==> src/bffa_pkg.sv <==
// Shared types and constants of the bitmap first-fit allocator.
package bffa_pkg;

  // Field widths fixed by the command and result formats
  localparam int unsigned REQ_W      = 17;
  localparam int unsigned HDR_W      = 8;
  localparam int unsigned RSV_W      = 11;
  localparam int unsigned START_W    = 10;
  localparam int unsigned FREE_OUT_W = 11;

  // Configuration port
  localparam int unsigned CFG_IDX_W  = 2;
  localparam int unsigned CFG_DATA_W = 11;

  // Bitmap digit: units examined per scan cycle, one memory word
  localparam int unsigned DIGIT  = 8;
  localparam int unsigned DIG_SH = 3;
  localparam int unsigned CNT_W  = 4;

  // Unit-count numerator and quotient width, bit counter width
  localparam int unsigned NUM_W  = 18;
  localparam int unsigned DCNT_W = 5;

  // Extended unit index, wide enough for start plus any run length
  localparam int unsigned XW = 20;

  // Register indexes
  localparam logic [CFG_IDX_W-1:0] CFG_HEADER   = 2'd0;
  localparam logic [CFG_IDX_W-1:0] CFG_RESERVED = 2'd1;

  // Register reset values
  localparam logic [HDR_W-1:0] HDR_RESET = 8'd48;
  localparam logic [RSV_W-1:0] RSV_RESET = 11'd1;

  // Command kinds and result status codes
  localparam logic KIND_ALLOC = 1'b0;
  localparam logic KIND_FREE  = 1'b1;
  localparam logic STATUS_OK       = 1'b0;
  localparam logic STATUS_NO_SPACE = 1'b1;

  typedef struct packed {
    logic               kind;
    logic [REQ_W-1:0]   request_bytes;
    logic [START_W-1:0] start_unit;
  } cmd_t;

  typedef struct packed {
    logic                  status;
    logic [START_W-1:0]    granted_unit;
    logic [FREE_OUT_W-1:0] free_units;
    logic                  region_empty;
  } res_t;

endpackage

==> src/bitmap_first_fit_allocator.sv <==
// Top level: bitmap first-fit unit allocator with digit-serial bitmap scan.
//
// Commands enter on cmd_i and are taken at a rising edge with start high and
// busy low. Each command yields one result on res_o, shown for exactly one
// cycle with done_o high; the receiver cannot stall and the result is taken
// at the edge that ends that cycle. busy stays high from the transfer until
// the cycle in which the result is shown, when a new command may already be
// taken. Configuration writes (cfg_we_i, cfg_idx_i, cfg_data_i) are taken
// at once: index 0 sets the header bytes, index 1 the reserved units, which
// also wipes the bitmap and reloads the free count.
// Steps: bit-serial unit-count division over NUM_W (18) quotient bits, then for
// an allocate a scan of bitmap words of DIGIT units each (up to
// ceil(NUM_UNITS/8), 128 by default) and the marking of the words of the run,
// and for a release the clearing of the words of the run.
// The scan reads the bitmap memory one word a cycle.
// After reset, and after each reserved-units write, a clearing pass
// zeroes the bitmap word by word with busy high.
module bitmap_first_fit_allocator
  import bffa_pkg::*;
#(
  parameter int unsigned NUM_UNITS  = 1024,
  parameter int unsigned UNIT_BYTES = 64
) (
  input  logic                  clk_i,
  input  logic                  rst_ni,
  input  logic                  start,
  output logic                  busy,
  input  cmd_t                  cmd_i,
  output logic                  done_o,
  output res_t                  res_o,
  input  logic                  cfg_we_i,
  input  logic [CFG_IDX_W-1:0]  cfg_idx_i,
  input  logic [CFG_DATA_W-1:0] cfg_data_i
);

  localparam int unsigned DEPTH = (NUM_UNITS + DIGIT - 1) / DIGIT;
  localparam int unsigned AW    = (DEPTH > 1) ? $clog2(DEPTH) : 1;
  localparam int unsigned FW    = $clog2(NUM_UNITS + 1);
  localparam int unsigned RW    = $clog2(UNIT_BYTES) + 1;

  localparam logic [XW-1:0]    NUM_X  = XW'(NUM_UNITS);
  localparam logic [NUM_W-1:0] UB_M1  = NUM_W'(UNIT_BYTES - 1);
  localparam logic [RW:0]      UB_R   = (RW + 1)'(UNIT_BYTES);
  localparam logic [AW-1:0]    LAST_W = AW'(DEPTH - 1);

  typedef enum logic [3:0] {
    S_CLEAR, S_IDLE, S_DIV, S_CHECK, S_SCANP, S_SCAN,
    S_FOUND, S_RCNT, S_MPRIME, S_MOD, S_DONE
  } state_e;

  state_e state_q;

  logic [HDR_W-1:0]   hdr_q;
  logic [RSV_W-1:0]   rsv_q;
  logic [FW-1:0]      cap_q, free_q;
  logic               kind_q, fail_q;
  logic [START_W-1:0] first_q;
  logic [NUM_W-1:0]   num_q, n_q, run_q;
  logic [RW-1:0]      rem_q;
  logic [DCNT_W-1:0]  cnt_q;
  logic [XW-1:0]      lo_q, hi_q, added_q;
  logic [AW-1:0]      wi_q, rd_ptr_q, last_q;
  logic [DIGIT-1:0]   rd_data_q;
  logic               done_q;
  res_t               res_q;

  // Bitmap memory, one digit of units per word
  logic [DIGIT-1:0] mem_q [DEPTH];
  logic             mem_we;
  logic [AW-1:0]    mem_wa;
  logic [DIGIT-1:0] mem_wd;

  always_ff @(posedge clk_i) begin
    if (mem_we) begin
      mem_q[mem_wa] <= mem_wd;
    end
    rd_data_q <= mem_q[rd_ptr_q];
  end

  // Division step: restoring, one quotient bit a cycle
  logic [RW:0]   rem_sh, rem_sub;
  logic          div_ge;
  always_comb begin
    rem_sh  = {rem_q, num_q[NUM_W-1]};
    div_ge  = (rem_sh >= UB_R);
    rem_sub = rem_sh - UB_R;
  end

  // Per-unit view of the word in the read register
  logic [XW-1:0]    base_x;
  logic [XW-1:0]    unit_b [DIGIT];
  logic [DIGIT-1:0] taken, mod_mask, nmask, win_ok;
  logic [CNT_W-1:0] lowfree, hifree;
  logic             stop_lo, stop_hi, n_small, win_any, cont_hit;
  logic [DIG_SH-1:0] win_p;
  logic [NUM_W:0]   run_ext;

  always_comb begin
    base_x = XW'(wi_q) << DIG_SH;
    for (int b = 0; b < DIGIT; b++) begin
      unit_b[b]   = base_x + XW'(b);
      taken[b]    = rd_data_q[b] | (unit_b[b] < XW'(rsv_q)) | (unit_b[b] >= NUM_X);
      mod_mask[b] = (unit_b[b] >= lo_q) && (unit_b[b] < hi_q);
      nmask[b]    = (NUM_W'(b) < n_q);
    end
  end

  // Free stretches at either end of the word
  always_comb begin
    lowfree = '0;
    hifree  = '0;
    stop_lo = 1'b0;
    stop_hi = 1'b0;
    for (int b = 0; b < DIGIT; b++) begin
      if (!stop_lo) begin
        if (taken[b]) stop_lo = 1'b1;
        else          lowfree = lowfree + CNT_W'(1);
      end
      if (!stop_hi) begin
        if (taken[DIGIT-1-b]) stop_hi = 1'b1;
        else                  hifree  = hifree + CNT_W'(1);
      end
    end
  end

  // Short runs lying wholly inside the word; lowest start wins
  always_comb begin
    n_small = (n_q <= NUM_W'(DIGIT));
    win_p   = '0;
    for (int p = 0; p < DIGIT; p++) begin
      win_ok[p] = n_small && ((NUM_W'(p) + n_q) <= NUM_W'(DIGIT)) &&
                  ((taken & (nmask << p)) == '0);
    end
    for (int p = DIGIT - 1; p >= 0; p--) begin
      if (win_ok[p]) win_p = DIG_SH'(p);
    end
    win_any  = |win_ok;
    run_ext  = {1'b0, run_q} + (NUM_W + 1)'(lowfree);
    cont_hit = (run_q != '0) && (run_ext >= {1'b0, n_q});
  end

  // Memory write port: clearing pass or run update
  always_comb begin
    mem_we = 1'b0;
    mem_wa = wi_q;
    mem_wd = '0;
    if (state_q == S_CLEAR) begin
      mem_we = 1'b1;
    end else if (state_q == S_MOD) begin
      mem_we = 1'b1;
      mem_wd = (kind_q == KIND_FREE) ? (rd_data_q & ~mod_mask) : (rd_data_q | mod_mask);
    end
  end

  // Free count after a release, saturating at capacity; new capacity and release end
  logic [XW:0]      free_sum;
  logic [FW-1:0]    free_nx;
  logic [XW-1:0]    free_x;
  logic [XW-1:0]    rsv_new_x, first_x, rel_end;
  logic [FW-1:0]    cap_new;
  always_comb begin
    free_sum = (XW + 1)'(free_q) + (XW + 1)'(added_q);
    if (kind_q == KIND_FREE && !fail_q) begin
      free_nx = (free_sum > (XW + 1)'(cap_q)) ? cap_q : FW'(free_sum);
    end else begin
      free_nx = free_q;
    end
    free_x    = XW'(free_nx);
    rsv_new_x = XW'(cfg_data_i);
    cap_new   = (rsv_new_x >= NUM_X) ? '0 : FW'(NUM_X - rsv_new_x);
    first_x   = XW'(first_q);
    rel_end   = first_x + XW'(n_q);
  end

  // Sequencer
  always_ff @(posedge clk_i or negedge rst_ni) begin
    if (!rst_ni) begin
      state_q  <= S_CLEAR;
      hdr_q    <= HDR_RESET;
      rsv_q    <= RSV_RESET;
      cap_q    <= FW'(NUM_UNITS - RSV_RESET);
      free_q   <= FW'(NUM_UNITS - RSV_RESET);
      kind_q   <= KIND_ALLOC;
      fail_q   <= 1'b0;
      first_q  <= '0;
      num_q    <= '0;
      n_q      <= '0;
      run_q    <= '0;
      rem_q    <= '0;
      cnt_q    <= '0;
      lo_q     <= '0;
      hi_q     <= '0;
      added_q  <= '0;
      wi_q     <= '0;
      rd_ptr_q <= '0;
      last_q   <= '0;
      done_q   <= 1'b0;
      res_q    <= '0;
    end else begin
      done_q <= 1'b0;
      case (state_q)
        S_CLEAR: begin
          if (wi_q == LAST_W) begin
            state_q <= S_IDLE;
          end else begin
            wi_q <= wi_q + AW'(1);
          end
        end
        S_IDLE: begin
          if (start) begin
            kind_q  <= cmd_i.kind;
            first_q <= cmd_i.start_unit;
            num_q   <= NUM_W'(cmd_i.request_bytes) + NUM_W'(hdr_q) + UB_M1;
            rem_q   <= '0;
            n_q     <= '0;
            cnt_q   <= DCNT_W'(NUM_W - 1);
            fail_q  <= 1'b0;
            added_q <= '0;
            state_q <= S_DIV;
          end
        end
        S_DIV: begin
          rem_q <= div_ge ? RW'(rem_sub) : RW'(rem_sh);
          n_q   <= {n_q[NUM_W-2:0], div_ge};
          num_q <= num_q << 1;
          if (cnt_q == '0) begin
            state_q <= S_CHECK;
          end else begin
            cnt_q <= cnt_q - DCNT_W'(1);
          end
        end
        S_CHECK: begin
          if (kind_q == KIND_ALLOC) begin
            if (n_q == '0 || n_q > NUM_W'(free_q)) begin
              fail_q  <= 1'b1;
              state_q <= S_DONE;
            end else begin
              run_q    <= '0;
              lo_q     <= '0;
              wi_q     <= '0;
              rd_ptr_q <= '0;
              state_q  <= S_SCANP;
            end
          end else begin
            lo_q    <= (first_x > XW'(rsv_q)) ? first_x : XW'(rsv_q);
            hi_q    <= (rel_end < NUM_X) ? rel_end : NUM_X;
            state_q <= S_RCNT;
          end
        end
        S_SCANP: begin
          rd_ptr_q <= (rd_ptr_q == LAST_W) ? '0 : rd_ptr_q + AW'(1);
          state_q  <= S_SCAN;
        end
        S_SCAN: begin
          rd_ptr_q <= (rd_ptr_q == LAST_W) ? '0 : rd_ptr_q + AW'(1);
          wi_q     <= wi_q + AW'(1);
          if (cont_hit) begin
            state_q <= S_FOUND;
          end else if (win_any) begin
            lo_q    <= base_x + XW'(win_p);
            state_q <= S_FOUND;
          end else begin
            if (taken == '0) begin
              if (run_q == '0) lo_q <= base_x;
              run_q <= run_q + NUM_W'(DIGIT);
            end else begin
              run_q <= NUM_W'(hifree);
              lo_q  <= base_x + XW'(DIGIT) - XW'(hifree);
            end
            if (wi_q == LAST_W) begin
              fail_q  <= 1'b1;
              state_q <= S_DONE;
            end
          end
        end
        S_FOUND: begin
          hi_q     <= lo_q + XW'(n_q);
          free_q   <= free_q - FW'(n_q);
          wi_q     <= lo_q[DIG_SH +: AW];
          rd_ptr_q <= lo_q[DIG_SH +: AW];
          state_q  <= S_MPRIME;
        end
        S_RCNT: begin
          if (hi_q > lo_q) begin
            added_q  <= hi_q - lo_q;
            wi_q     <= lo_q[DIG_SH +: AW];
            rd_ptr_q <= lo_q[DIG_SH +: AW];
            state_q  <= S_MPRIME;
          end else begin
            state_q <= S_DONE;
          end
        end
        S_MPRIME: begin
          last_q   <= hi_q[DIG_SH +: AW] - AW'(hi_q[DIG_SH-1:0] == '0);
          rd_ptr_q <= (rd_ptr_q == LAST_W) ? '0 : rd_ptr_q + AW'(1);
          state_q  <= S_MOD;
        end
        S_MOD: begin
          if (wi_q == last_q) begin
            state_q <= S_DONE;
          end else begin
            wi_q     <= wi_q + AW'(1);
            rd_ptr_q <= (rd_ptr_q == LAST_W) ? '0 : rd_ptr_q + AW'(1);
          end
        end
        S_DONE: begin
          free_q              <= free_nx;
          done_q              <= 1'b1;
          res_q.status        <= fail_q ? STATUS_NO_SPACE : STATUS_OK;
          res_q.granted_unit  <= (fail_q || kind_q == KIND_FREE) ? '0 : lo_q[START_W-1:0];
          res_q.free_units    <= free_x[FREE_OUT_W-1:0];
          res_q.region_empty  <= (free_nx == cap_q);
          state_q             <= S_IDLE;
        end
        default: state_q <= S_IDLE;
      endcase

      // Register writes; reserved units restart the clearing pass
      if (cfg_we_i) begin
        if (cfg_idx_i == CFG_HEADER) begin
          hdr_q <= cfg_data_i[HDR_W-1:0];
        end else if (cfg_idx_i == CFG_RESERVED) begin
          rsv_q   <= cfg_data_i;
          cap_q   <= cap_new;
          free_q  <= cap_new;
          wi_q    <= '0;
          state_q <= S_CLEAR;
        end
      end
    end
  end

  assign busy   = (state_q != S_IDLE);
  assign done_o = done_q;
  assign res_o  = res_q;

  // Checks
  a_strobe_single: assert property (@(posedge clk_i) disable iff (!rst_ni)
    done_q |=> !done_q)
    else $error("result strobe held for more than one cycle");

  a_free_le_cap: assert property (@(posedge clk_i) disable iff (!rst_ni)
    free_q <= cap_q)
    else $error("free count above capacity");

  a_fail_no_grant: assert property (@(posedge clk_i) disable iff (!rst_ni)
    (done_q && res_q.status == STATUS_NO_SPACE) |-> (res_q.granted_unit == '0))
    else $error("granted unit set on a failed allocation");

  a_no_result_in_clear: assert property (@(posedge clk_i) disable iff (!rst_ni)
    (state_q == S_CLEAR) |=> !done_q)
    else $error("result produced during clearing pass");

  a_alloc_shrinks: assert property (@(posedge clk_i) disable iff (!rst_ni)
    (state_q == S_FOUND && !cfg_we_i) |=> (free_q == $past(free_q) - FW'($past(n_q))))
    else $error("free count not lowered by the granted run");

endmodule
==> config.mk <==
export PLATFORM = sky130hd
export DESIGN_NAME = bitmap_first_fit_allocator
export DESIGN_NICKNAME = d
export VERILOG_FILES = /design/src/bffa_pkg.sv /design/src/bitmap_first_fit_allocator.sv
export SDC_FILE = /design/constraint.sdc
export NUM_CORES = 2
export LEC_CHECK = 0
export BUFFER_PORTS_ARGS = -buffer_cell sky130_fd_sc_hd__buf_2
export CAP_MARGIN = 10
export CORE_MARGIN = 2
export CORE_UTILIZATION = 56
export CTS_BUF_LIST = sky130_fd_sc_hd__clkbuf_4
export CTS_CLUSTER_SIZE = 10
export DETAILED_ROUTE_END_ITERATION = 10
export PLACE_DENSITY_LB_ADDON = 0.08
export SYNTH_ARGS = -nofsm -noshare
export SYNTH_HDL_FRONTEND = slang
export SYNTH_SLANG_ARGS = --single-unit
==> constraint.sdc <==
create_clock -name clk_i -period 21.1 [get_ports clk_i]
set_clock_uncertainty 0.2 [all_clocks]
set_input_delay 3.165 -clock clk_i [delete_from_list [all_inputs] [get_ports clk_i]]
set_output_delay 3.165 -clock clk_i [all_outputs]
set_load 0.01 [all_outputs]
-- Yosys cells after proc, flatten, opt, wreduce, memory -nomap -nowiden
Memory sizes are Yosys's and may differ from the RTL's. A register that Yosys moved wholly into a read port is not among the register bits.
Index checks and enable logic that the tools add are counted.
- memory bits (writable): 1024
- memories: 1
- register bits: 228
- logic and storage cells: 388
- order comparisons: 56
- bitwise gates (word level): 28
- eq/ne operators: 29
- $add $sub $neg: 46
- muxes and demuxes: 141
- reductions and logical operators: 63
- memory list (memory ; depth ; width ; read ports ; clocked after memory_dff ; wr ports ; line ; source):
    mem_q ; 128 ; 8 ; 1 ; 1 ; 1 ; bitmap_first_fit_allocator.sv:68 ; logic [DIGIT-1:0] mem_q [DEPTH];
- operators with widths (operator ; number):
    $mux W20 ; 9
    $mux W4 ; 40
    $le A18 B4 Y1 const B ; 8
    $ge A11 B20 Y1 ; 7
    $lt A11 B20 Y1 ; 7
    $mux W18 ; 7
    $pmux W20 S2 ; 3
    $pmux W18 S2 ; 3
    $mux W7 ; 15
    $ge A11 B11 Y1 const B ; 8
    $lt A11 B11 Y1 ; 7
    $mux W11 ; 7
    $add A3 B18 Y18 const A ; 4
    $and A8 B8 Y8 ; 9
    $logic_not A8 Y1 ; 9
    $lt A3 B18 Y1 const A ; 4
    $add A4 B1 Y4 const B ; 14
    $add A10 B3 Y11 const B ; 4
    $pmux W7 S6 ; 1
    $pmux W4 S10 ; 1
    $add A2 B18 Y18 const A ; 2
    $logic_not A18 Y1 ; 2
    $lt A1 B18 Y1 const A ; 2
    $lt A2 B18 Y1 const A ; 2
    77 further kinds ; 188

-- Logic depth before layout (Yosys ltp)
- word-level depth: 33
- mapped depth: 43
- mapped depth without buffers: 41

-- Worst setup path before layout
No wires, ideal clock.
- path type: register -> register
- start point: reg wi_q[4], in the netlist mem_wa[4]
- end point: mem mem_q[0][6], data pin
- arrival time: 7488 ps
- library setup time: 1321 ps
- stages on the path, launching flop included: 10
- setup slack: 12091 ps
- clock period less this slack: 9009 ps
- cells stage by stage: dfrtp_1 ha_1 a41oi_1 o21ai_0 a21o_1 a21oi_1 or2_2 o21a_1 o21a_1 a311oi_1
- cells in the longest elaborated chain, start to end: 8
- elaborated cells on any way between the ends: 10
- RTL lines (item ; line ; source):
    start, declared ; bitmap_first_fit_allocator.sv:62 ; logic [AW-1:0] wi_q, rd_ptr_q, last_q;
    start signal, assigned ; bitmap_first_fit_allocator.sv:206 ; wi_q <= wi_q + AW'(1);
    start signal, assigned ; bitmap_first_fit_allocator.sv:256 ; wi_q <= wi_q + AW'(1);
    start signal, assigned ; bitmap_first_fit_allocator.sv:279 ; wi_q <= lo_q[DIG_SH +: AW];
    $add A10 B3 Y11 * ; bitmap_first_fit_allocator.sv:101 ; unit_b[b] = base_x + XW'(b);
    $ge A11 B20 Y1 / $lt A11 B20 Y1 (equally long branches) ; bitmap_first_fit_allocator.sv:103 ; mod_mask[b] = (unit_b[b] >= lo_q) && (unit_b[b] < hi_q);
    $logic_and A1 B1 Y1 * ; bitmap_first_fit_allocator.sv:103 ;
    $not A8 Y8 ; bitmap_first_fit_allocator.sv:151 ; mem_wd = (kind_q == KIND_FREE) ? (rd_data_q & ~mod_mask) : (rd_data_q | mod_mask);
    $and A8 B8 Y8 ; bitmap_first_fit_allocator.sv:151 ;
    $mux W8 * ; bitmap_first_fit_allocator.sv:151 ;
    $mux W8 * ; bitmap_first_fit_allocator.sv:149 ; end else if (state_q == S_MOD) begin
    $mux W8 * ; bitmap_first_fit_allocator.sv:147 ; if (state_q == S_CLEAR) begin
    named net mem_wd[6] ; bitmap_first_fit_allocator.sv:71 ; logic [DIGIT-1:0] mem_wd;
    end, declared ; bitmap_first_fit_allocator.sv:68 ;
The timed path passes the listed nets; every way through them passes the cells marked *.

-- Final worst setup path
- start point: reg wi_q[5], in the netlist mem_wa[5]
- end point: reg run_q[16]
- cells in the longest elaborated chain, start to end: 30
- elaborated cells on any way between the ends: 110
- RTL lines (item ; line ; source):
    parallel branches: the longest is 30 deep, another holds $add A10 B1 Y11 ; n/a ;
    end signal, assigned ; bitmap_first_fit_allocator.sv:265 ; run_q <= run_q + NUM_W'(DIGIT);
    end signal, assigned ; bitmap_first_fit_allocator.sv:267 ; run_q <= NUM_W'(hifree);
    end, declared ; bitmap_first_fit_allocator.sv:58 ; logic [NUM_W-1:0] num_q, n_q, run_q;
Several ways; the timed one is not identified. The select of a mux whose other input is x is not followed.
A chain may end at the register's enable or synchronous reset.

==> flow_summary.toml <==
[logic_synthesis]
synth_seq_cells = 1252
synth_top_flop_cell = "edfxtp_1"
async_reset_ff_share_pct = 17.6
ys_warn_count = 0
synth_edf_count = 1024
synth-seq-area-share_pct = 61.7
avgSynthCellArea_um2 = 14.7
syn_nets = 4266
netlist_instances = 4008
syn_area_um2 = 59000
synth_cell_types = 101

[sta]
relSlewSlack_pct = 15.7
rsz0062_at_grt = "no"
period_share_pct = 44.8
hold_violations = 0
final_max_slew_viol_count = 0
min_period_ns = 9.45
setup_tns_ns = 0
fmax_mhz = 106
worstMarginPinSlew_ns = 1.26
fin_hold_ws_ns = 0.265
setup_viol = 0

[floorplanning]
dieArea_um2 = 108000
coreArea_um2 = 105000
placement_rows = 119
start_util_pct = 56.2
num_io_pins = 70
fp.dieH_um = 329
die_width_um = 329

[worst_setup_path]
cp-start-kind = "flip-flop"
critical_path_class = "reg -> reg"
critPathCaptureType = "flip-flop"
cp_max_fo = 12
crit_slowest_cell = "o31ai_1"
cpMostUsedCell = "ha_1"
slowest_delay_ns = 0.59
cp.required_ns = 21.98
arrival_ns = 10.32

[clock_network]
cts_max_path_buffers = 4
clock-root-buffer = "clkbuf_4"
htreeDepth = 5
clock_latency_ns = 1.22
clock_sinks = 1252
cts_resized = 0
cts_tree = "yes"
post_cts_buffers = 0
cts_hold_buf = 0
cts_buffers = 339
clkTransAtPathRegs_ns = 0.07

[pwr]
swShare_pct = 37.3
p_int_mw = 5.09
pwr-share-seq_pct = 38.8
peakVddDrop_mv = 0.0904
p_per_area_nw_per_um2 = 125
power.leakage_nw = 22.5
p_sw_mw = 3.03
total_power_mw = 8.12
power_frac_clock_pct = 25.3
p_comb_share_pct = 35.9

[placed_design]
placed_cell_area_um2 = 60900
port_buffers = 69
gp_congestion = 0.947
hpwl_mm = 100

[routing]
drt_first_pass_iters = 5
via_per_inst = 6.23
remaining_drc_errors = 0
routed_wl_mm = 155
vias = 36900
first_iter_violations = 3734
ant_nets = 0
wl_per_cell_um = 26.2

[grt]
grt_overflow = 0
grt_max_degree = 130
grt_pass1_vias = 36200
grt_usage_pct = 29.2
grt_pass1_wl_mm = 232
antenna_found_initial = 3

[cells_and_area]
syn2layout_area_growth_pct = 10.2
fin_util_pct = 61.9
multiInputGateArea_um2 = 21300
nFillCells = 7929
nNetsFinal = 4547
drive_gt1_share_pct = 23.8
fin_area_um2 = 65000
regArea_um2 = 36500

[status]
status = "finished clean"

[min_path]
hp-class = "reg -> reg"

[run]
maxCapViolCount = 0
-- sequential cells by signal, summed over array words and instances, names as in the netlist --
| name | count |
|---|---|
| added_q | 20 |
| cap_q | 11 |
| cnt_q | 5 |
| done_o | 1 |
| fail_q | 1 |
| first_q | 10 |
| free_q | 11 |
| hdr_q | 8 |
| hi_q | 20 |
| kind_q | 1 |
| last_q | 7 |
| lo_q | 12 |
| mem_q | 1024 |
| mem_wa | 7 |
| n_q | 18 |
| num_q | 18 |
| rd_data_q | 8 |
| rd_ptr_q | 7 |
| rem_q | 7 |
| res_o | 23 |
| rsv_q | 11 |
| run_q | 18 |
| state_q | 4 |
-- kinds of logic (layout without fill, tap and decap cells) --
family | Yosys count | count (layout) | synth area share [%]
buffers and inverters | 362 | 875 | 2.38
other | 0 | 4 | 0
AND/OR/NAND/NOR | 962 | 962 | 7.66
AO/OA/AOI/OAI | 678 | 678 | 7.58
XOR/XNOR | 149 | 149 | 2.23
adder cells (fa/ha/maj) | 213 | 213 | 4.60
multiplexers | 392 | 392 | 13.8
flip-flops | 1252 | 1252 | 61.7
-- cell usage after synthesis, types with 25 or more instances --
cell	count	area share [%]
a21oi_1	155	1.3
nand2_1	291	1.9
nor2_1	284	1.8
nand4_1	35	0.37
o21ai_0	183	1.6
a21o_1	55	0.70
xor2_1	49	0.73
dfrtp_1	197	8.4
mux2i_1	42	0.71
ha_1	206	4.4
buf_1	33	0.21
clkbuf_1	134	0.85
mux4_2	336	13
nor2b_1	25	0.26
edfxtp_1	1024	52
inv_1	178	1.1
nand3_1	113	0.96
a211oi_1	25	0.32
xnor2_1	99	1.5
nor3_1	61	0.52
o31ai_1	25	0.32
-- layout by cell type, fill, tap and decap left out, drive strengths merged, types with 11 or more instances in the layout --
cell	n
nor2	289
a22oi	21
nand3	117
o211ai	13
nand4	35
a221o	11
buf	122
a21boi	11
nor2b	25
o31ai	25
edfxtp	1024
mux2i	42
or2	12
a21o	55
inv	189
nand2b	21
xnor2	99
clkbuf	470
a31oi	25
dfrtp	197
a211oi	27
nand2	291
o22ai	12
xor2	49
o21bai	20
a211o	11
clkinv	90
mux2	14
a21oi	156
nor4	24
mux4	336
and3	24
o21ai	190
o21a	20
nor3	64
or3	15
dfstp	23
ha	206
-- layer usage --
metal	global-route usage (%)	vias up	share of wire [%]
met3	5.34	301	7.9
met5	0	-	0
met1	40.4	18500	40
met2	46.2	1689	48
met4	11.7	0	3.4
li1	-	16300	-
-- final timing paths --
kind	from	cells past startpoint	endpoint	slack, ns
setup / recovery	mem_wa[5]	37	run_q[16]	11.65
min in group asynchronous	rst_ni	1	res_o[9]	1.79
hold / removal	res_o[20]	2	res_o[20]	0.27
setup reg to reg	mem_wa[5]	37	run_q[16]	11.65
hold reg to reg	res_o[20]	2	res_o[20]	0.27
max in group asynchronous	rst_ni	2	rd_ptr_q[0]	17.26
-- worst max-delay path: cells and delay by family, from the launching register on --
kind | cells | cell delay, ns
adders and majority gates | 8 | 2.72
DFF | 1 | 0.54
AOI/OAI and AO/OA | 14 | 3.24
muxes | 1 | 0.06
xor gates and xnor gates | 1 | 0.15
and+or+nand+nor | 13 | 2.52
-- through the flow --
stage,setup WS (ns),std cells
2_1_floorplan,12.09,4008
3_3_place_gp,11.66,5338
3_5_place_dp,11.59,5338
4_1_cts,11.62,5911
5_1_grt,10.89,5916
6_report,11.65,5916
-- power groups by stage --
stage | Clock [mW] | Sequential [mW] | Combinational (mW)
6_report | 2.06 | 3.15 | 2.91
5_1_grt | 2.23 | 3.16 | 3.15
4_1_cts | 2.10 | 3.14 | 2.88
3_5_place_dp | 0 | 3.19 | 2.87
3_3_place_gp | 0 | 3.19 | 2.87
2_1_floorplan | 0 | 3.03 | 2.11
-- cell type report --
class                      count  share of cell area, %
antenna                        4                 0.0154
clock buffer                 470                   5.43
clock inverter               103                  0.800
inverter                     180                   1.04
multi-input combinational   2394                   32.8
sequential                  1252                   56.1
tap                         1391                   2.68
timing repair buffer         122                   1.21
No activity file was read; power rests on OpenSTA's default activity.
